--- config.mk ---
export PLATFORM = sky130hd
export DESIGN_NAME = hex_object_line_loader_core
export DESIGN_NICKNAME = d
export VERILOG_FILES = /design/src/rtl/hol_pkg.sv /design/src/rtl/hex_object_line_loader_core.sv /design/src/rtl/hol_ram.sv
export SDC_FILE = /design/constraint.sdc
export NUM_CORES = 1
export LEC_CHECK = 0
export ABC_AREA = 1
export BUFFER_PORTS_ARGS = -buffer_cell sky130_fd_sc_hd__buf_2
export CAP_MARGIN = 20
export CORE_MARGIN = 5
export CORE_UTILIZATION = 25
export DETAILED_ROUTE_END_ITERATION = 10
export SYNTH_ARGS = -nofsm -noshare
export SYNTH_HDL_FRONTEND = slang
export SYNTH_SLANG_ARGS = --single-unit
--- constraint.sdc ---
create_clock -name clk -period 7.3 [get_ports clk]
set_input_delay 0 -clock clk [delete_from_list [all_inputs] [get_ports clk]]
set_output_delay 0 -clock clk [all_outputs]
set_load 0.01 [all_outputs]
--- src/rtl/hol_pkg.sv ---
// Shared types, constants and helpers for the hex object line loader.
package hol_pkg;

	localparam int MEM_SIZE       = 4096;
	localparam int MAX_LINE_BYTES = 10;

	localparam int CNT_W  = $clog2(MAX_LINE_BYTES + 1);
	localparam int BUF_AW = (MAX_LINE_BYTES > 1) ? $clog2(MAX_LINE_BYTES) : 1;
	localparam int COL_W  = 5;

	localparam logic [COL_W-1:0] BAR_COL   = 5'd28;
	localparam logic [COL_W-1:0] DIGIT_COL = 5'd7;
	localparam logic [COL_W-1:0] COL_SAT   = 5'd29;

	localparam logic [7:0] CHAR_BAR   = 8'h7C;
	localparam logic [7:0] CHAR_COLON = 8'h3A;
	localparam logic [7:0] CHAR_X     = 8'h78;
	localparam logic [7:0] CHAR_ZERO  = 8'h30;
	localparam logic [7:0] CHAR_SPACE = 8'h20;
	localparam logic [7:0] CHAR_LF    = 8'h0A;

	localparam logic CMD_CHAR = 1'b0;
	localparam logic CMD_EOF  = 1'b1;

	localparam logic [1:0] KIND_BYTE   = 2'd0;
	localparam logic [1:0] KIND_ACCEPT = 2'd1;
	localparam logic [1:0] KIND_REJECT = 2'd2;
	localparam logic [1:0] KIND_EOF    = 2'd3;

	typedef struct packed {
		logic       cmd;
		logic [7:0] ch;
	} hol_in_t;

	typedef struct packed {
		logic [1:0]  kind;
		logic [11:0] addr;
		logic [7:0]  data;
		logic [15:0] line_number;
		logic        loaded;
		logic        last;
	} hol_out_t;

	typedef struct packed {
		logic runend;
		logic posbad;
		logic cmtbad;
		logic bar;
		logic blank7;
		logic blank0;
		logic x1;
		logic zero0;
	} hol_flags_t;

	typedef enum logic [1:0] {
		SEQ_IDLE,
		SEQ_BYTES,
		SEQ_STATUS,
		SEQ_EOF
	} seq_state_t;

	// Returns {valid, value} for one ASCII hex digit.
	function automatic logic [4:0] hex_digit(input logic [7:0] c);
		logic [4:0] r;
		r = 5'd0;
		if (c >= 8'h30 && c <= 8'h39) begin
			r = {1'b1, c[3:0]};
		end else if (c >= 8'h41 && c <= 8'h46) begin
			r = {1'b1, 4'(c - 8'h37)};
		end else if (c >= 8'h61 && c <= 8'h66) begin
			r = {1'b1, 4'(c - 8'h57)};
		end
		return r;
	endfunction

endpackage

--- src/rtl/hex_object_line_loader_core.sv ---
// Throughput: one character word per cycle inside a line.
// A word that ends a line (newline, or end of file) blocks further input until all its
// results are out: the sequencer drains the line buffer RAM one byte per cycle, while the
// output is not stalled, into the single output register, behind the sequencer state register.
// Reset (arst_n low) clears all control state and sets the line counter to one;
// the line buffer RAM is not cleared, its entries are read only after being written.
module hex_object_line_loader_core
	import hol_pkg::*;
(
	input  logic     clk,
	input  logic     arst_n,
	input  logic     src_valid,
	output logic     src_ready,
	input  hol_in_t  src_word,
	output logic     res_valid,
	input  logic     res_ready,
	output hol_out_t res_word
);

	// line parse state
	logic [COL_W-1:0] column_q;
	hol_flags_t       flags_q;
	logic             line_bad_q;
	logic [COL_W-1:0] run_end_q;
	logic [11:0]      line_addr_q;
	logic [3:0]       high_nib_q;
	logic [CNT_W-1:0] byte_cnt_q;

	// file state
	logic [12:0] prev_last_q;
	logic [15:0] line_cnt_q;
	logic        any_acc_q;
	logic        halted_q;

	// result job
	seq_state_t       state_q, state_d;
	logic [CNT_W-1:0] job_count_q;
	logic [11:0]      job_addr_q;
	logic [15:0]      job_line_q;
	logic             job_ok_q;
	logic             job_eof_q;
	logic             job_loaded_q;
	logic [BUF_AW-1:0] idx_q, idx_d;

	// output register
	logic     res_valid_q;
	hol_out_t res_word_q;
	hol_out_t out_d;
	logic     push;

	logic       accept, is_char, is_lf, blank, do_take, do_clear, do_end;
	logic [4:0] hexv;

	logic [COL_W-1:0] col_t, run_end_t;
	hol_flags_t       flags_t;
	logic             bad_t;
	logic [11:0]      addr_t;
	logic [3:0]       nib_t;
	logic [CNT_W-1:0] cnt_t;
	logic             buf_we;
	logic [7:0]       buf_rdata;

	logic        full, addr_only, comment, data_br, ok0, addr_lt, ok_data, line_ok, prev_upd;
	logic [12:0] prev_new;
	logic        eof_loaded;

	assign accept   = src_valid & src_ready;
	assign is_char  = (src_word.cmd == CMD_CHAR);
	assign is_lf    = (src_word.ch == CHAR_LF);
	assign blank    = (src_word.ch == CHAR_SPACE);
	assign hexv     = hex_digit(src_word.ch);
	assign do_take  = accept & is_char & ~halted_q & ~is_lf;
	assign do_end   = accept & ~halted_q & (is_char ? is_lf : (column_q != '0));
	assign do_clear = accept & (~is_char | (~halted_q & is_lf));

	// one character of the line
	always_comb begin
		col_t     = column_q;
		flags_t   = flags_q;
		bad_t     = line_bad_q;
		run_end_t = run_end_q;
		addr_t    = line_addr_q;
		nib_t     = high_nib_q;
		cnt_t     = byte_cnt_q;
		buf_we    = 1'b0;
		if (column_q < COL_SAT) begin
			col_t = column_q + 5'd1;
			if (column_q == BAR_COL) begin
				if (src_word.ch == CHAR_BAR) flags_t.bar = 1'b1;
			end else begin
				if (!blank) flags_t.cmtbad = 1'b1;
				if (column_q == 5'd0) begin
					if (src_word.ch == CHAR_ZERO) flags_t.zero0 = 1'b1;
					if (blank) flags_t.blank0 = 1'b1;
				end else if (column_q == 5'd1) begin
					if (src_word.ch == CHAR_X) flags_t.x1 = 1'b1;
					else bad_t = 1'b1;
				end else if (column_q <= 5'd4) begin
					if (!hexv[4]) bad_t = 1'b1;
					else addr_t = {line_addr_q[7:0], hexv[3:0]};
				end else if (column_q == 5'd5) begin
					if (src_word.ch != CHAR_COLON) bad_t = 1'b1;
				end else if (column_q == 5'd6) begin
					if (!blank) bad_t = 1'b1;
				end else begin
					if (!blank) flags_t.posbad = 1'b1;
					if (column_q == DIGIT_COL && blank) flags_t.blank7 = 1'b1;
					if (flags_q.runend) begin
						if (!blank) bad_t = 1'b1;
					end else if (blank) begin
						flags_t.runend = 1'b1;
						run_end_t      = column_q;
					end else if (!hexv[4]) begin
						bad_t = 1'b1;
					end else if (column_q[0]) begin
						// high digit sits on odd columns
						nib_t = hexv[3:0];
					end else if (byte_cnt_q < CNT_W'(MAX_LINE_BYTES)) begin
						buf_we = do_take;
						cnt_t  = byte_cnt_q + CNT_W'(1);
					end else begin
						bad_t = 1'b1;
					end
				end
			end
		end
	end

	// line verdict
	always_comb begin
		full      = (column_q >= BAR_COL);
		addr_only = flags_q.zero0 & flags_q.x1 & flags_q.blank7;
		comment   = flags_q.blank0;
		data_br   = flags_q.zero0 & ~flags_q.blank7;
		ok0       = ~line_bad_q & flags_q.runend & run_end_q[0] & (run_end_q > DIGIT_COL) &
			full & flags_q.bar;
		addr_lt   = ({1'b0, line_addr_q} < prev_last_q);
		prev_new  = {1'b0, line_addr_q} + 13'(byte_cnt_q) - 13'd1;
		ok_data   = ok0 & ~addr_lt & (prev_new < 13'(MEM_SIZE));
		prev_upd  = 1'b0;
		if (addr_only) begin
			line_ok = full & ~flags_q.posbad;
		end else if (comment) begin
			line_ok = full & ~flags_q.cmtbad & flags_q.bar;
		end else if (data_br) begin
			line_ok  = ok_data;
			prev_upd = ok0 & ~addr_lt;
		end else begin
			line_ok = 1'b0;
		end
		eof_loaded = (any_acc_q | (do_end & line_ok)) & ~(halted_q | (do_end & ~line_ok));
	end

	always_ff @(posedge clk or negedge arst_n) begin
		if (!arst_n) begin
			column_q    <= '0;
			flags_q     <= '0;
			line_bad_q  <= 1'b0;
			run_end_q   <= '0;
			line_addr_q <= '0;
			high_nib_q  <= '0;
			byte_cnt_q  <= '0;
			prev_last_q <= '0;
			line_cnt_q  <= 16'd1;
			any_acc_q   <= 1'b0;
			halted_q    <= 1'b0;
		end else begin
			if (do_take) begin
				column_q    <= col_t;
				flags_q     <= flags_t;
				line_bad_q  <= bad_t;
				run_end_q   <= run_end_t;
				line_addr_q <= addr_t;
				high_nib_q  <= nib_t;
				byte_cnt_q  <= cnt_t;
			end else if (do_clear) begin
				column_q    <= '0;
				flags_q     <= '0;
				line_bad_q  <= 1'b0;
				run_end_q   <= '0;
				line_addr_q <= '0;
				high_nib_q  <= '0;
				byte_cnt_q  <= '0;
			end
			if (do_end) begin
				if (prev_upd) prev_last_q <= prev_new;
				if (line_ok) begin
					any_acc_q <= 1'b1;
					if (line_cnt_q != 16'hFFFF) line_cnt_q <= line_cnt_q + 16'd1;
				end else begin
					halted_q <= 1'b1;
				end
			end
		end
	end

	// latch the job for the sequencer on any word that makes results
	always_ff @(posedge clk) begin
		if (accept && (do_end || !is_char)) begin
			job_count_q  <= (line_ok && data_br) ? byte_cnt_q : '0;
			job_addr_q   <= line_addr_q;
			job_line_q   <= line_cnt_q;
			job_ok_q     <= line_ok;
			job_eof_q    <= ~is_char;
			job_loaded_q <= eof_loaded;
		end
	end

	hol_ram #(
		.WIDTH(8),
		.DEPTH(MAX_LINE_BYTES)
	) u_buf (
		.clk  (clk),
		.we   (buf_we),
		.waddr(byte_cnt_q[BUF_AW-1:0]),
		.wdata({high_nib_q, hexv[3:0]}),
		.raddr(idx_d),
		.rdata(buf_rdata)
	);

	always_ff @(posedge clk or negedge arst_n) begin
		if (!arst_n) begin
			state_q <= SEQ_IDLE;
			idx_q   <= '0;
		end else begin
			state_q <= state_d;
			idx_q   <= idx_d;
		end
	end

	// result sequencer; read address runs one step ahead so buf_rdata matches idx_q
	always_comb begin
		state_d = state_q;
		idx_d   = idx_q;
		push    = (state_q != SEQ_IDLE) && (!res_valid_q || res_ready);
		out_d   = '0;
		case (state_q)
			SEQ_IDLE: begin
				idx_d = '0;
				if (do_end) begin
					state_d = (line_ok && data_br && byte_cnt_q != '0) ? SEQ_BYTES : SEQ_STATUS;
				end else if (accept && !is_char) begin
					state_d = SEQ_EOF;
				end
			end
			SEQ_BYTES: begin
				out_d.kind        = KIND_BYTE;
				out_d.addr        = job_addr_q + 12'(idx_q);
				out_d.data        = buf_rdata;
				out_d.line_number = job_line_q;
				if (push) begin
					if ((CNT_W'(idx_q) + CNT_W'(1)) == job_count_q) begin
						idx_d   = '0;
						state_d = SEQ_STATUS;
					end else begin
						idx_d = idx_q + BUF_AW'(1);
					end
				end
			end
			SEQ_STATUS: begin
				out_d.kind        = job_ok_q ? KIND_ACCEPT : KIND_REJECT;
				out_d.line_number = job_line_q;
				out_d.last        = ~job_eof_q;
				if (push) state_d = job_eof_q ? SEQ_EOF : SEQ_IDLE;
			end
			SEQ_EOF: begin
				out_d.kind   = KIND_EOF;
				out_d.loaded = job_loaded_q;
				out_d.last   = 1'b1;
				if (push) state_d = SEQ_IDLE;
			end
			default: begin
				state_d = SEQ_IDLE;
			end
		endcase
	end

	always_ff @(posedge clk or negedge arst_n) begin
		if (!arst_n) begin
			res_valid_q <= 1'b0;
		end else if (push) begin
			res_valid_q <= 1'b1;
		end else if (res_ready) begin
			res_valid_q <= 1'b0;
		end
	end

	always_ff @(posedge clk) begin
		if (push) res_word_q <= out_d;
	end

	assign src_ready = (state_q == SEQ_IDLE);
	assign res_valid = res_valid_q;
	assign res_word  = res_word_q;

endmodule

--- src/rtl/hol_ram.sv ---
// Generic single-port-write, single-port-read RAM with registered read data.
module hol_ram #(
	parameter int WIDTH = 8,
	parameter int DEPTH = 16
) (
	input  logic                    clk,
	input  logic                    we,
	input  logic [((DEPTH > 1) ? $clog2(DEPTH) : 1)-1:0] waddr,
	input  logic [WIDTH-1:0]        wdata,
	input  logic [((DEPTH > 1) ? $clog2(DEPTH) : 1)-1:0] raddr,
	output logic [WIDTH-1:0]        rdata
);

	logic [WIDTH-1:0] mem_q [DEPTH];

	always_ff @(posedge clk) begin
		if (we) begin
			mem_q[waddr] <= wdata;
		end
		rdata <= mem_q[raddr];
	end

endmodule

[After elaboration in Yosys (flattened, before gate mapping)]
Memory sizes are Yosys's and may differ from the RTL's. A register that Yosys moved wholly into a read port is not among the register bits.
Cells that the tools add are included.
Storage, ports and cells
  flip-flop bits (word level): 152
  memory bits (writable): 80
  input port bits: 13
  output and inout port bits: 42
  memories: 1
Memory list
  u_buf.mem_q: depth 10, width 8, read ports 1, clocked after Yosys merged registers in 1, write ports 1, line hol_ram.sv:14  | logic [WIDTH-1:0] mem_q [DEPTH];
Operators by class
  add/subtract/negate cells: 9
  order comparisons: 13
  equal/unequal tests: 49
  mux-type cells: 134
  bitwise gates (word level): 38
  reduce and logical (&&, ||, !) cells: 39
Operators by type and width (count)
  4-bit two-way mux: 29
  12-bit two-way mux: 8
  5-bit two-way mux: 16
  1-bit two-way mux: 59
  2-bit != test, second input constant: 15
  2-bit two-way mux: 14
  1-bit AND: 24
  8-bit two-way mux: 3
  2-bit by 1-bit != test with 1-bit output, second input constant: 11
  10-bit AND reduction: 2
  9-bit AND reduction: 2
  16-bit by 1-bit adder with 16-bit output, second input constant: 1
  8-bit by 6-bit equality test with 1-bit output, second input constant: 2
  8-bit by 7-bit equality test with 1-bit output, second input constant: 2
  8-bit by 7-bit >= comparator with 1-bit output, second input constant: 2
  8-bit by 7-bit <= comparator with 1-bit output, second input constant: 2
  16-bit != test, second input constant: 1
  5-bit by 3-bit equality test with 1-bit output, second input constant: 3
  5-bit AND reduction: 3
  12-bit by 4-bit adder with 13-bit output: 1
  12-bit by 13-bit less-than comparator with 1-bit output: 1
  13-bit less-than comparator, second input constant: 1
  13-bit AND reduction: 1
  13-bit by 1-bit subtractor with 13-bit output, second input constant: 1
  48 further kinds: 78

[Longest topological paths before layout]
  depth after elaboration: 19
  depth in mapped cells: 18
  gate-level depth less buffers: 18

[Modules after synthesis]
From an unflattened synthesis, not the netlist that was laid out.
Second synthesis, totals
  cells, all modules: 1239
  area, all modules: 11830.1 um2
By module, submodules not included
  hex_object_line_loader_core: instances 1, cells an instance 904, area each 8166.6 um2, sequential area each 4130.2 um2
  hol_ram: instances 1, cells an instance 335, area each 3663.5 um2, sequential area each 2562.5 um2

[Worst setup path before layout]
No wires, ideal clock.
  path kind: register -> register
  start: register state_q[0]
  end: register u_buf.rdata[1], read port of u_buf.mem_q
  data arrival time: 2.796 ns
  path slack: 4.387 ns
  stages on the path, launching flop included: 13
  buffers on the path: 1
  period minus slack after synthesis: 2.913 ns
  cells stage by stage: dfrtp_1 -> inv_1 -> ha_1 -> inv_1 -> nand2_1 -> inv_1 -> nand3_2 -> nand3_2 -> nand2_1 -> clkbuf_2 -> or2_2 -> o211ai_1 -> nand2_1
Between the ends
  elaborated cells on any way between the ends: 6
RTL lines
  start, declared: line hex_object_line_loader_core.sv:36  | seq_state_t state_q, state_d;
  start signal, assigned: line hex_object_line_loader_core.sv:226  | state_q <= state_d;
  2-bit logical NOT
  net src_ready: line hex_object_line_loader_core.sv:13  | output logic src_ready,
  4-bit one-hot mux with 2 select lines: line hex_object_line_loader_core.sv:237  | case (state_q)
  end, declared: line hol_ram.sv:11  | output logic [WIDTH-1:0] rdata
The timed path passes the listed nets, and every way through them passes these cells.
A chain may end at the register's enable or synchronous reset.

[Worst setup path in the final report]
  start: register state_q[0]
  end: register u_buf.rdata[6], read port of u_buf.mem_q
Between the ends
  word-level cells in the longest chain between the ends: 4
  elaborated cells on any way between the ends: 6
Ends and longest elaborated chain
  2-bit nonzero test: line hex_object_line_loader_core.sv:235  | push = (state_q != SEQ_IDLE) && (!res_valid_q || res_ready);
  1-bit logical AND: line hex_object_line_loader_core.sv:235
  net push: line hex_object_line_loader_core.sv:49  | logic push;
  4-bit two-way mux: line hex_object_line_loader_core.sv:251  | if (push) begin
  4-bit one-hot mux with 2 select lines: line hex_object_line_loader_core.sv:237
The timed path passes the listed nets, and every way through them passes these cells.

==> results.tsv <==
stage	metric	value	unit
die	core	47500	um^2
sta	fin_worst_skew	0.0233	ns
drt	drc_errors	0	
layout	area_delta_synth_final	16.1	%
yosys	synth.net_count	1317	
place	io_buffers	54	
layout	final_cell_mix	nand2_1 (233), inv_1 (229), edfxtp_1 (155)	
drt	wl_per_cell	13.9	um
yosys	synth_top_area_share	0.389	
layout	nNetsFinal	1388	
layout	final_common_cell	nand2_1	
die	io_pins	55	
global_routing	grt.total_usage	0.104	
place	post-place-cells	1896	
sta	slew_headroom	0.377	
place	gp_congestion	0.856	
sta	fin_crit_sh	0.467	
yosys	syn_avg_cell_area	9.55	um^2
yosys	synthFlopType	edfxtp_1	
yosys	syn_area	12000	um^2
yosys	synth_cell_types	52	
clock_tree	clkSinkCount	238	
run_status	status	complete, no violations	
die	die_area	52300	um^2
job	cap_violations	0	
sta	slew_violations	0	
global_routing	grt_overflow	0	
drt	ant_nets	0	
setup_path	cp-start-kind	register	
clock_tree	numCtsBuffers	27	
yosys	synth_top_cell_by_area	edfxtp_1	
clock_tree	postCtsHoldBufs	10	
drt	drt-pass1-iter-count	8	
sta	setup_viol	0	
power_and_ir_drop	powerDensity	306	nW/um^2
yosys	synthArstFlopShare	0.315	
setup_path	critPathMaxFanout	45	
setup_path	critical_path_arrival	3.83	ns
setup_path	rr_startpoint	state_q[0]	
sta	fmax	294	MHz
clock_tree	path_clk_slew	0.06	ns
die	num_rows	80	
yosys	ys_ff_latch	238	
drt	drtIter0Drc	571	
die	initial_utilization	0.251	
global_routing	antenna_found_initial	3	
drt	vias	8555	
yosys	synth_edf_count	155	
global_routing	grt_pass1_vias	8471	
clock_tree	cts.path.max_buffers	3	
setup_path	critPathKind	reg -> reg	
sta	finalCriticalPeriod	3.41	ns
sta	tightestPinTransition	0.933	ns
power_and_ir_drop	peakVddDrop	0.201	mV
global_routing	grt_max_degree	76	
drt	vias_per_cell	4.37	
sta	fin_tns_setup	0	ns
layout	drive_gt1_frac	0.118	
yosys	yosys_warnings	0	
clock_tree	cts_resized	0	
clock_tree	htree_levels	1	
drt	wirelength	27200	um
clock_tree	clock_latency	0.54	ns
layout	fin_area	13900	um^2
die	die_h	229	um
sta	whs	0.0240	ns
sta	rsz0062_at_grt	false	
yosys	synth_cells	1252	
place	place_area	12900	um^2
layout	stdcell_count	1958	
clock_tree	cts.repair_timing.setup_buffer_count	0	
sta	hold_violations	0	
hold_path	hold_class	in -> reg	
die	die_x	229	um
yosys	yosysSeqAreaShare	0.560	
layout	antenna_cells	0	
clock_tree	cts_tree	done	
setup_path	end_kind	register	
setup_path	cp.required	7.73	ns
place	dpl.hpwl	20100	um
setup_path	crit_path_start	state_q[0]	
yosys	synth.area.top_cells	edfxtp_1 (39%), dfrtp_1 (15%), nand2_1 (7.3%)	
power_and_ir_drop	leakagePower	5.99	nW
hold_path	hp-start	src_word[2]	
clock_tree	cts_root_buffer	clkbuf_16	
global_routing	grt_pass1_wl	45400	um
logic make-up (layout without fill, tap and decap cells):
group | Yosys count | count (layout) | synth area share
compound gates | 146 | 146 | 0.0734
xor+xnor | 26 | 26 | 0.0191
buf+inv | 263 | 354 | 0.0877
flops | 238 | 238 | 0.560
simple gates | 526 | 526 | 0.203
fa+ha+maj | 52 | 52 | 0.0557
mux | 1 | 1 | 0.000838
worst max-delay path: stages (launching register included):
cell	delay (ns)
dfrtp_1	0.39
inv_1	0.10
ha_1	0.27
inv_1	0.09
nand2_1	0.12
clkinv_1	0.07
buf_4	0.49
nand3_2	0.20
nand3_2	0.43
nand2_1	0.38
buf_16	0.29
or2_2	0.28
o211ai_1	0.10
nand2_1	0.08
layout make-up:
class	instances	area, um^2
Fill cell	4867	33700
Clock inverter	18	165
Timing Repair Buffer	70	460
Tap cell	615	769
Inverter	235	882
Multi-Input combinational cell	751	4220
Clock buffer	31	691
Sequential cell	238	6690
metrics by stage:
| stage | power, mW | worst slack, ns | util |
|---|---|---|---|
| floorplan | 2.59 | 4.39 | - |
| global placement | 2.94 | 3.55 | 0.270 |
| global route | 4.53 | 3.49 | 0.292 |
| CTS | 4.29 | 3.31 | 0.291 |
| detailed placement | 2.96 | 3.31 | 0.270 |
| finish | 4.25 | 3.89 | 0.292 |
layer usage:
metal,vias up,wire length [um],track usage
li1,4266,-,-
met1,4025,12700,0.144
met2,198,12200,0.165
met3,60,1470,0.0184
met4,6,811,0.0344
met5,-,34,0
state kept, by name, indices dropped and copies added (netlist names), 2 cells and up:
| signal | cells |
|---|---|
| flags_q | 7 |
| line_cnt_q | 16 |
| prev_last_q | 13 |
| idx_q | 4 |
| high_nib_q | 4 |
| run_end_q | 3 |
| column_q | 5 |
| u_buf.rdata | 8 |
| job_addr_q | 12 |
| byte_cnt_q | 4 |
| u_buf.mem_q | 80 |
| res_word | 40 |
| job_line_q | 16 |
| job_count_q | 4 |
| state_q | 2 |
| line_addr_q | 12 |
worst paths after layout:
kind	endpoint	slack, ns	depth (start not counted)
worst max-delay path	u_buf.rdata[6]	3.89	13
worst min-delay path	flags_q[1]	0.02	6
worst max register to register	u_buf.rdata[6]	3.89	13
worst min register to register	any_acc_q	0.47	2
max in group asynchronous	line_cnt_q[0]	6.31	4
min in group asynchronous	line_cnt_q[4]	0.41	3
cell usage after synthesis (7+ instances only):
cell      instances
nor3_1           20
nand2_1         233
nand3_2           7
o21ai_1          13
ha_1             50
o21ai_0          50
a21oi_1          44
nand3b_1          9
edfxtp_1        155
buf_2            11
nand4_1          13
inv_1           230
o211ai_1          8
o21ai_2          17
dfrtp_1          74
xor2_1           21
clkbuf_1          9
or2_2             7
nor2_1           73
dfxtp_1           8
nand3_1         139
power by group:
part           internal, mW  switching, mW  leakage, nW
Combinational         0.380          0.788         3.00
Clock                 0.756          0.552        0.407
Sequential             1.69         0.0899         2.58
Power figures use the tool's default switching activity.
